<file path="src/design/pbrs_pkg.sv">
// pbrs_pkg: shared constants, types, microcode table and helper functions
// for the polynomial bisection root solver
// no dependencies
`timescale 1ns / 1ps

package pbrs_pkg;

    // search and polynomial sizes
    localparam int MAX_STEPS  = 50;
    localparam int NUM_COEFFS = 4;

    // number formats (signed Q16.16)
    localparam int DATA_W = 32;
    localparam int TOL_W  = 31;
    localparam int FRAC_W = 16;
    localparam int PROD_W = 2 * DATA_W;
    localparam int TERM_W = PROD_W - FRAC_W;
    localparam int ACC_W  = TERM_W + 2;
    localparam int ERR_W  = DATA_W + 1;

    // coefficient store and step counter
    localparam int COEF_SLOTS = 4;
    localparam int K_W        = 2;
    localparam int STEP_W     = $clog2(MAX_STEPS + 1);

    // configuration port
    localparam int CFG_ADDR_W = 3;

    typedef logic [CFG_ADDR_W-1:0] cfg_addr_t;

    localparam cfg_addr_t REG_COEF_0    = 3'd0;
    localparam cfg_addr_t REG_COEF_1    = 3'd1;
    localparam cfg_addr_t REG_COEF_2    = 3'd2;
    localparam cfg_addr_t REG_COEF_3    = 3'd3;
    localparam cfg_addr_t REG_X_LOW     = 3'd4;
    localparam cfg_addr_t REG_X_HIGH    = 3'd5;
    localparam cfg_addr_t REG_TOLERANCE = 3'd6;

    // reset values of the configuration registers
    localparam logic signed [DATA_W-1:0] Q_ONE     = 32'sd65536;
    localparam logic signed [DATA_W-1:0] Q_ZERO    = 32'sd0;
    localparam logic        [TOL_W-1:0]  TOL_RESET = 31'd66;

    // rounding constant: one half lsb of the Q16.16 result
    localparam logic signed [PROD_W-1:0] RND_HALF = 64'sd32768;

    // microcode addresses
    localparam int UPC_W = 3;
    typedef logic [UPC_W-1:0] upc_t;

    localparam upc_t UA_IDLE   = 3'd0;
    localparam upc_t UA_MID    = 3'd1;
    localparam upc_t UA_MULC   = 3'd2;
    localparam upc_t UA_ACCP   = 3'd3;
    localparam upc_t UA_POW    = 3'd4;
    localparam upc_t UA_SAT    = 3'd5;
    localparam upc_t UA_TEST   = 3'd6;
    localparam upc_t UA_FINISH = 3'd7;

    typedef enum logic [2:0] {
        C_NEXT,
        C_ALWAYS,
        C_NO_START,
        C_LAST_TERM,
        C_NOT_DONE
    } cond_t;

    typedef enum logic {
        MA_COEF,
        MA_PW
    } mul_a_t;

    typedef enum logic {
        MB_PW,
        MB_MID
    } mul_b_t;

    // one control word per microcode step
    typedef struct packed {
        logic   in_rd;
        logic   mid_ld;
        logic   mul_en;
        mul_a_t mul_a;
        mul_b_t mul_b;
        logic   acc_add;
        logic   pw_ld;
        logic   f_ld;
        logic   test;
        logic   out_wr;
        cond_t  cond;
        upc_t   target;
    } ctrl_t;

    // datapath and output status seen by the sequencer
    typedef struct packed {
        logic start;
        logic last_term;
        logic done;
        logic out_busy;
    } status_t;

    // microcode program
    function automatic ctrl_t ucode(input upc_t addr);
        ctrl_t w;
        w        = '0;
        w.mul_a  = MA_COEF;
        w.mul_b  = MB_PW;
        w.cond   = C_NEXT;
        w.target = UA_IDLE;
        unique case (addr)
            UA_IDLE: begin
                w.in_rd  = 1'b1;
                w.cond   = C_NO_START;
                w.target = UA_IDLE;
            end
            UA_MID: begin
                w.mid_ld = 1'b1;
            end
            UA_MULC: begin
                w.mul_en = 1'b1;
                w.mul_a  = MA_COEF;
                w.mul_b  = MB_PW;
            end
            UA_ACCP: begin
                w.acc_add = 1'b1;
                w.mul_en  = 1'b1;
                w.mul_a   = MA_PW;
                w.mul_b   = MB_MID;
                w.cond    = C_LAST_TERM;
                w.target  = UA_SAT;
            end
            UA_POW: begin
                w.pw_ld  = 1'b1;
                w.cond   = C_ALWAYS;
                w.target = UA_MULC;
            end
            UA_SAT: begin
                w.f_ld = 1'b1;
            end
            UA_TEST: begin
                w.test   = 1'b1;
                w.cond   = C_NOT_DONE;
                w.target = UA_MID;
            end
            UA_FINISH: begin
                w.out_wr = 1'b1;
                w.cond   = C_ALWAYS;
                w.target = UA_IDLE;
            end
            default: begin
                w.cond   = C_ALWAYS;
                w.target = UA_IDLE;
            end
        endcase
        return w;
    endfunction

    // saturate a wide signed value to the signed 32-bit range
    function automatic logic signed [DATA_W-1:0] sat_data(
        input logic signed [ACC_W-1:0] v
    );
        logic signed [ACC_W-1:0] lim_hi;
        logic signed [ACC_W-1:0] lim_lo;
        lim_hi = {{(ACC_W-DATA_W+1){1'b0}}, {(DATA_W-1){1'b1}}};
        lim_lo = {{(ACC_W-DATA_W+1){1'b1}}, {(DATA_W-1){1'b0}}};
        if (v > lim_hi) begin
            return lim_hi[DATA_W-1:0];
        end else if (v < lim_lo) begin
            return lim_lo[DATA_W-1:0];
        end
        return v[DATA_W-1:0];
    endfunction

    // round a full-width product back to Q16.16 (round half up)
    function automatic logic signed [TERM_W-1:0] round_prod(
        input logic signed [PROD_W-1:0] p
    );
        logic signed [PROD_W-1:0] r;
        r = p + RND_HALF;
        return r[PROD_W-1:FRAC_W];
    endfunction

endpackage

</file>
<file path="src/design/pbrs_sequencer.sv">
// pbrs_sequencer: microprogram counter, control store lookup and branch logic
// depends on pbrs_pkg
`timescale 1ns / 1ps

module pbrs_sequencer (
    input  logic             aclk,
    input  logic             aresetn,
    input  pbrs_pkg::status_t status,
    output pbrs_pkg::ctrl_t   ctrl
);

    pbrs_pkg::upc_t upc_reg;
    pbrs_pkg::upc_t upc_next;
    logic           taken;
    logic           stall;

    assign ctrl = pbrs_pkg::ucode(upc_reg);

    // hold the finish step while the result register is still occupied
    assign stall = ctrl.out_wr & status.out_busy;

    always_comb begin
        unique case (ctrl.cond)
            pbrs_pkg::C_NEXT:      taken = 1'b0;
            pbrs_pkg::C_ALWAYS:    taken = 1'b1;
            pbrs_pkg::C_NO_START:  taken = ~status.start;
            pbrs_pkg::C_LAST_TERM: taken = status.last_term;
            pbrs_pkg::C_NOT_DONE:  taken = ~status.done;
            default:               taken = 1'b0;
        endcase
    end

    always_comb begin
        priority if (stall) begin
            upc_next = upc_reg;
        end else if (taken) begin
            upc_next = ctrl.target;
        end else begin
            upc_next = upc_reg + pbrs_pkg::upc_t'(1);
        end
    end

    always_ff @(posedge aclk) begin
        if (!aresetn) begin
            upc_reg <= pbrs_pkg::UA_IDLE;
        end else begin
            upc_reg <= upc_next;
        end
    end

endmodule

</file>
<file path="src/design/pbrs_datapath.sv">
// pbrs_datapath: configuration registers, search bounds, shared multiplier,
// power and sum registers, error test
// depends on pbrs_pkg
`timescale 1ns / 1ps

module pbrs_datapath (
    input  logic                                      aclk,
    input  logic                                      aresetn,
    input  logic                                      cfg_wr_en,
    input  pbrs_pkg::cfg_addr_t                       cfg_addr,
    input  logic        [pbrs_pkg::DATA_W-1:0]        cfg_wr_data,
    input  logic                                      s_valid,
    input  logic signed [pbrs_pkg::DATA_W-1:0]        s_target_value,
    input  pbrs_pkg::ctrl_t                           ctrl,
    output logic                                      start,
    output logic                                      last_term,
    output logic                                      done,
    output logic signed [pbrs_pkg::DATA_W-1:0]        root,
    output logic                                      conv
);

    localparam int DW = pbrs_pkg::DATA_W;

    // configuration
    logic signed [DW-1:0]              coef_reg [pbrs_pkg::COEF_SLOTS];
    logic signed [DW-1:0]              x_low_reg;
    logic signed [DW-1:0]              x_high_reg;
    logic        [pbrs_pkg::TOL_W-1:0] tol_reg;

    // search state
    logic signed [DW-1:0]                 lo_reg;
    logic signed [DW-1:0]                 hi_reg;
    logic signed [DW-1:0]                 y_reg;
    logic signed [DW-1:0]                 mid_reg;
    logic signed [DW-1:0]                 pw_reg;
    logic signed [DW-1:0]                 f_reg;
    logic signed [pbrs_pkg::ACC_W-1:0]    acc_reg;
    logic signed [pbrs_pkg::PROD_W-1:0]   prod_reg;
    logic        [pbrs_pkg::K_W-1:0]      k_reg;
    logic        [pbrs_pkg::STEP_W-1:0]   step_reg;
    logic                                 conv_reg;

    logic                               accept;
    logic signed [DW:0]                 bound_sum;
    logic signed [DW-1:0]               mid_next;
    logic signed [DW-1:0]               mul_a;
    logic signed [DW-1:0]               mul_b;
    logic signed [pbrs_pkg::TERM_W-1:0] term;
    logic signed [pbrs_pkg::ACC_W-1:0]  term_ext;
    logic signed [pbrs_pkg::ERR_W-1:0]  err;
    logic        [pbrs_pkg::ERR_W-1:0]  err_mag;
    logic                               hit;
    logic                               last_step;

    assign accept = ctrl.in_rd & s_valid;

    // midpoint at 33 bits, floor shift by one
    assign bound_sum = {lo_reg[DW-1], lo_reg} + {hi_reg[DW-1], hi_reg};
    assign mid_next  = bound_sum[DW:1];

    assign mul_a = (ctrl.mul_a == pbrs_pkg::MA_COEF) ? coef_reg[k_reg] : pw_reg;
    assign mul_b = (ctrl.mul_b == pbrs_pkg::MB_PW) ? pw_reg : mid_reg;

    assign term     = pbrs_pkg::round_prod(prod_reg);
    assign term_ext = {{(pbrs_pkg::ACC_W-pbrs_pkg::TERM_W){term[pbrs_pkg::TERM_W-1]}}, term};

    // error of f against target and the tolerance test
    assign err       = {f_reg[DW-1], f_reg} - {y_reg[DW-1], y_reg};
    assign err_mag   = err[pbrs_pkg::ERR_W-1] ? (~err + pbrs_pkg::ERR_W'(1)) : err;
    assign hit       = err_mag < {{(pbrs_pkg::ERR_W-pbrs_pkg::TOL_W){1'b0}}, tol_reg};
    assign last_step = step_reg == pbrs_pkg::STEP_W'(pbrs_pkg::MAX_STEPS - 1);

    assign start     = s_valid;
    assign last_term = k_reg == pbrs_pkg::K_W'(pbrs_pkg::NUM_COEFFS - 1);
    assign done      = hit | last_step;
    assign root      = mid_reg;
    assign conv      = conv_reg;

    always_ff @(posedge aclk) begin
        if (!aresetn) begin
            coef_reg[0] <= pbrs_pkg::Q_ONE;
            coef_reg[1] <= pbrs_pkg::Q_ZERO;
            coef_reg[2] <= pbrs_pkg::Q_ZERO;
            coef_reg[3] <= pbrs_pkg::Q_ZERO;
            x_low_reg   <= pbrs_pkg::Q_ZERO;
            x_high_reg  <= pbrs_pkg::Q_ONE;
            tol_reg     <= pbrs_pkg::TOL_RESET;
        end else if (cfg_wr_en) begin
            unique case (cfg_addr)
                pbrs_pkg::REG_COEF_0:    coef_reg[0] <= cfg_wr_data;
                pbrs_pkg::REG_COEF_1:    coef_reg[1] <= cfg_wr_data;
                pbrs_pkg::REG_COEF_2:    coef_reg[2] <= cfg_wr_data;
                pbrs_pkg::REG_COEF_3:    coef_reg[3] <= cfg_wr_data;
                pbrs_pkg::REG_X_LOW:     x_low_reg   <= cfg_wr_data;
                pbrs_pkg::REG_X_HIGH:    x_high_reg  <= cfg_wr_data;
                pbrs_pkg::REG_TOLERANCE: tol_reg     <= cfg_wr_data[pbrs_pkg::TOL_W-1:0];
                default: ;
            endcase
        end
    end

    always_ff @(posedge aclk) begin
        if (accept) begin
            lo_reg   <= x_low_reg;
            hi_reg   <= x_high_reg;
            y_reg    <= s_target_value;
            step_reg <= '0;
        end
        if (ctrl.mid_ld) begin
            mid_reg <= mid_next;
            pw_reg  <= mid_next;
            acc_reg <= '0;
            k_reg   <= '0;
        end
        if (ctrl.mul_en) begin
            prod_reg <= mul_a * mul_b;
        end
        if (ctrl.acc_add) begin
            acc_reg <= acc_reg + term_ext;
        end
        if (ctrl.pw_ld) begin
            pw_reg <= pbrs_pkg::sat_data(term_ext);
            k_reg  <= k_reg + pbrs_pkg::K_W'(1);
        end
        if (ctrl.f_ld) begin
            f_reg <= pbrs_pkg::sat_data(acc_reg);
        end
        if (ctrl.test) begin
            conv_reg <= hit;
            if (!hit) begin
                // f below target moves the low bound up
                if (err[pbrs_pkg::ERR_W-1]) begin
                    lo_reg <= mid_reg;
                end else begin
                    hi_reg <= mid_reg;
                end
                step_reg <= step_reg + pbrs_pkg::STEP_W'(1);
            end
        end
    end

endmodule

</file>
<file path="src/design/polynomial_bisection_root_solver.sv">
// polynomial_bisection_root_solver: top level, microcoded bisection search
// depends on pbrs_pkg, pbrs_sequencer, pbrs_datapath
// each request runs 1..MAX_STEPS bisection tries before its result is written
// throughput: one request at a time, set by the single shared 32x32 multiplier
// that every power and every term passes through in turn
// reset: aresetn synchronous active low; coefficients return to 1.0, 0, 0, 0,
// bounds to [0, 1.0], tolerance to 66; the sequencer goes idle, no result pending
`timescale 1ns / 1ps

module polynomial_bisection_root_solver (
    input  logic                                  aclk,
    input  logic                                  aresetn,
    // configuration write port
    input  logic                                  cfg_wr_en,
    input  logic [pbrs_pkg::CFG_ADDR_W-1:0]       cfg_addr,
    input  logic [pbrs_pkg::DATA_W-1:0]           cfg_wr_data,
    // request channel
    input  logic                                  s_valid,
    output logic                                  s_ready,
    input  logic signed [pbrs_pkg::DATA_W-1:0]    s_target_value,
    // result channel
    output logic                                  m_valid,
    input  logic                                  m_ready,
    output logic signed [pbrs_pkg::DATA_W-1:0]    m_root_estimate,
    output logic                                  m_converged
);

    pbrs_pkg::ctrl_t   ctrl;
    pbrs_pkg::status_t status;

    logic                                 dp_start;
    logic                                 dp_last_term;
    logic                                 dp_done;
    logic signed [pbrs_pkg::DATA_W-1:0]   dp_root;
    logic                                 dp_conv;

    // result register, decoupled from the search so the next request
    // can start while this one waits on the result channel
    logic                                 m_valid_reg;
    logic signed [pbrs_pkg::DATA_W-1:0]   m_root_reg;
    logic                                 m_conv_reg;
    logic                                 out_free;
    logic                                 out_load;

    assign out_free = ~m_valid_reg | m_ready;
    assign out_load = ctrl.out_wr & out_free;

    // status word for the branch conditions of the microprogram
    assign status.start     = dp_start;
    assign status.last_term = dp_last_term;
    assign status.done      = dp_done;
    assign status.out_busy  = ~out_free;

    // requests are taken only at the idle step of the microprogram
    assign s_ready = ctrl.in_rd;

    pbrs_sequencer u_seq (
        .aclk    (aclk),
        .aresetn (aresetn),
        .status  (status),
        .ctrl    (ctrl)
    );

    pbrs_datapath u_dp (
        .aclk           (aclk),
        .aresetn        (aresetn),
        .cfg_wr_en      (cfg_wr_en),
        .cfg_addr       (cfg_addr),
        .cfg_wr_data    (cfg_wr_data),
        .s_valid        (s_valid),
        .s_target_value (s_target_value),
        .ctrl           (ctrl),
        .start          (dp_start),
        .last_term      (dp_last_term),
        .done           (dp_done),
        .root           (dp_root),
        .conv           (dp_conv)
    );

    // result valid flag
    always_ff @(posedge aclk) begin
        if (!aresetn) begin
            m_valid_reg <= 1'b0;
        end else if (out_load) begin
            m_valid_reg <= 1'b1;
        end else if (m_ready) begin
            m_valid_reg <= 1'b0;
        end
    end

    // result payload: last midpoint tested and whether tolerance was met
    always_ff @(posedge aclk) begin
        if (out_load) begin
            m_root_reg <= dp_root;
            m_conv_reg <= dp_conv;
        end
    end

    assign m_valid         = m_valid_reg;
    assign m_root_estimate = m_root_reg;
    assign m_converged     = m_conv_reg;

endmodule

</file>
<file path="config.mk">
export PLATFORM = sky130hd
export DESIGN_NAME = polynomial_bisection_root_solver
export DESIGN_NICKNAME = d
export VERILOG_FILES = /design/src/design/pbrs_pkg.sv /design/src/design/pbrs_sequencer.sv /design/src/design/pbrs_datapath.sv /design/src/design/polynomial_bisection_root_solver.sv
export SDC_FILE = /design/constraint.sdc
export NUM_CORES = 2
export LEC_CHECK = 0
export ABC_AREA = 1
export ABC_CLOCK_PERIOD_IN_PS = 8900
export BUFFER_PORTS_ARGS = -buffer_cell sky130_fd_sc_hd__buf_2
export CAP_MARGIN = 5
export CORE_MARGIN = 2
export CORE_UTILIZATION = 60
export DETAILED_ROUTE_END_ITERATION = 7
export PLACE_DENSITY = 0.8
export SLEW_MARGIN = 20
export SYNTH_ARGS = -nofsm -noshare
export SYNTH_HDL_FRONTEND = slang
export SYNTH_HIERARCHICAL = 1
export SYNTH_SLANG_ARGS = --single-unit
</file>
<file path="constraint.sdc">
create_clock -name aclk -period 8.9 [get_ports aclk]
set_input_delay 0.445 -clock aclk [delete_from_list [all_inputs] [get_ports aclk]]
set_output_delay 0.445 -clock aclk [all_outputs]
set_load 0.02 [all_outputs]
</file>
==> summary.txt <==
Global routing
  – Vias in the first global route: a little under 60000
  – GRT Total Usage: between 40% and 50%
  – First-pass GRT wire length: 356000 µm
  – Gr ovfl total: 0
  – Initial antenna violation count: 17
  – Largest net degree at the start of global routing: 103

Setup path
  – CP Class: reg -> reg
  – Crit. Startpoint: u_seq/upc_reg[0]
  – CP startpoint kind: register
  – Worst-path fanout max: 19
  – Critical path's largest stage delay: approximately 550 ps
  – CP Data Required Time: 9350 ps
  – RR Startpoint: u_seq/upc_reg[0]
  – Most used cell, CP: fa_1
  – Depth of the most critical reg-to-reg path: 31
  – FF-to-FF setup slack: 200 ps
  – CP endpoint: u_dp/prod_reg[49]
  – FF-to-FF End: u_dp/prod_reg[49]
  – CP Capture Type: register
  – Arrival @ worst endpoint: 9150 ps
  – Max stage delay cell, worst path: fa_1

Detailed routing
  – Remaining DRCs: 0
  – Final ANT Viol Nets: 0
  – Vias per cell: 5.87
  – Final WL: 236000 µm
  – Routed len/inst: 23.5 µm
  – First-pass DRT Iterations: 8
  – Vias: 59000
  – Initial DRC Count: around 6500

Cells and area
  – Share of cells above drive strength 1: 9.46%
  – Fillers: 9267
  – # nets final: 9997
  – Design Area, Final: roughly 76000 µm²
  – Area Growth Syn to Fin: 12.0%
  – Max FFs per register: 128
  – Non-Filler Instances: between 10000 and 15000
  – Post-layout util: between 60% and 70%

Die
  – Die area: 116000 µm²
  – Chip Width: 340 µm
  – FP Rows: 123
  – Number of I/O pins: roughly 110
  – Die Ht: 340 µm
  – Starting density of the core: approximately 60%
  – CORE AREA: 112000 µm²

Timing
  – Final Max Tran Viols: 0
  – Final WS setup: 202 ps
  – Final min period: just under 9000 ps
  – Fin crit share: 97.7%
  – Worst-Margin Slew: approximately 1100 ps
  – Final Hold Fails: 0
  – Clock skew: between 50 and 60 ps
  – Final setup viols: 0
  – Max Clk Rate: 115 MHz
  – RSZ-0062 raised after global routing: yes
  – Max-slew headroom: 28.5%

Placement
  – Routability Congestion: about 1.1
  – Port Buffer Count: around 110
  – DPL Wire Length: 190000 µm
  – Post-place instance area: 73000 µm²
  – Pre-CTS setup slack: -103 ps
  – Placed cell count: between 9000 and 10000

Logic synthesis
  – Synthesis Warnings: 6
  – Syn Area/Cell: 8.32 µm²
  – Cell area after synthesis: approximately 68000 µm²
  – Cells after Synth: 8143
  – Syn nets: around 9600

Clock network
  – Clk_lat worst skew: ~700 ps
  – CTS Root Cell: clkbuf_16
  – Longest Clk Path Bufs: 3
  – CTS buffer count: 59
  – H-tree depth: 2
  – CTS clk-pin slew, worst paths: roughly 70 ps
  – TritonCTS clock tree: built
  – Clk sinks: 562

Status
  – Status: finished clean

Worst hold path
  – Worst hold start: m_ready
  – Worst min path class: in -> reg

Run
  – Max-cap viol count: 0
==> worst min-delay path by stage <==
stage                              to  cells past startpoint
after floorplan           m_converged                      0
after global placement    m_converged                      0
after detailed placement  m_converged                      0
after CTS                     m_valid                      4
after global routing          m_valid                      4
final                         m_valid                      4
==> layer usage <==
layer / up-vias / routed length [µm] / share of wire [%] / global-route usage [%]
li1: 25800 / - / - / -
met3: 814 / 28100 / 12 / 10.5
met2: 3683 / 105000 / 44 / 63.1
met1: 28700 / 86900 / 37 / 53.3
met5: - / 133 / 0.056 / 0
met4: 22 / 16200 / 6.9 / 22.7
==> metrics by stage <==
step | setup TNS [ps] | hold WS, ps
after CTS | 0 | 63.1
after floorplan | 0 | 400
after global placement | -33.0 | 403
after detailed placement | -743 | 413
final | 0 | 91.8
after global routing | -27.5 | 85.5
==> critical path, delay by kind of cell, from the launching register on <==
kind,cells,cell delay [ps]
XOR/XNOR,1,140
buffers and inverters,7,1040
AO/OA/AOI/OAI,8,1960
AND/OR/NAND/NOR,4,400
flip-flops,1,320
adder cells (fa/ha/maj),11,4550
==> layout by cell type, fill, tap and decap left out, types with 34 or more instances in the layout <==
master     count
nor3_1        43
dfxtp_1      169
buf_2        106
nand2_1     1690
buf_4        408
nand3_1      159
a21oi_1      368
o21ai_2       34
inv_1       1586
buf_12        40
nand4_1      111
nor2_1      1020
edfxtp_1     391
fa_1        1082
xor2_1       119
a31oi_1       42
clkbuf_16     65
xnor2_1       50
ha_1         332
o21ai_0      320
==> layout make-up <==
cell class              instances  area (µm²)  share of cell area [%]
diodes                          1        2.50                 0.00330
well taps                    1500        1880                    2.47
clock inverters                40         499                   0.658
repair buffers                593        4820                    6.36
multi-input cells            5663       45700                    60.2
flip-flops and latches        562       15200                    20.0
clock buffers                  72        1660                    2.19
inverters                    1628        6130                    8.09
==> what timing repair did <==
| action | CTS | global route |
|---|---|---|
| setup endpoints to repair | 14 | 30 |
| buffers inserted | 0 | 3 |
| gates resized for setup | 2 | 61 |
| pin swaps | 0 | 2 |
| hold buffers | 32 | 0 |
| gates cloned | 0 | 1 |
| hold endpoints to repair | 32 | 0 |
Power is left out: the tool's default activity adds up to more than one toggle a clock period on the data nets, which glitch-free logic cannot reach.
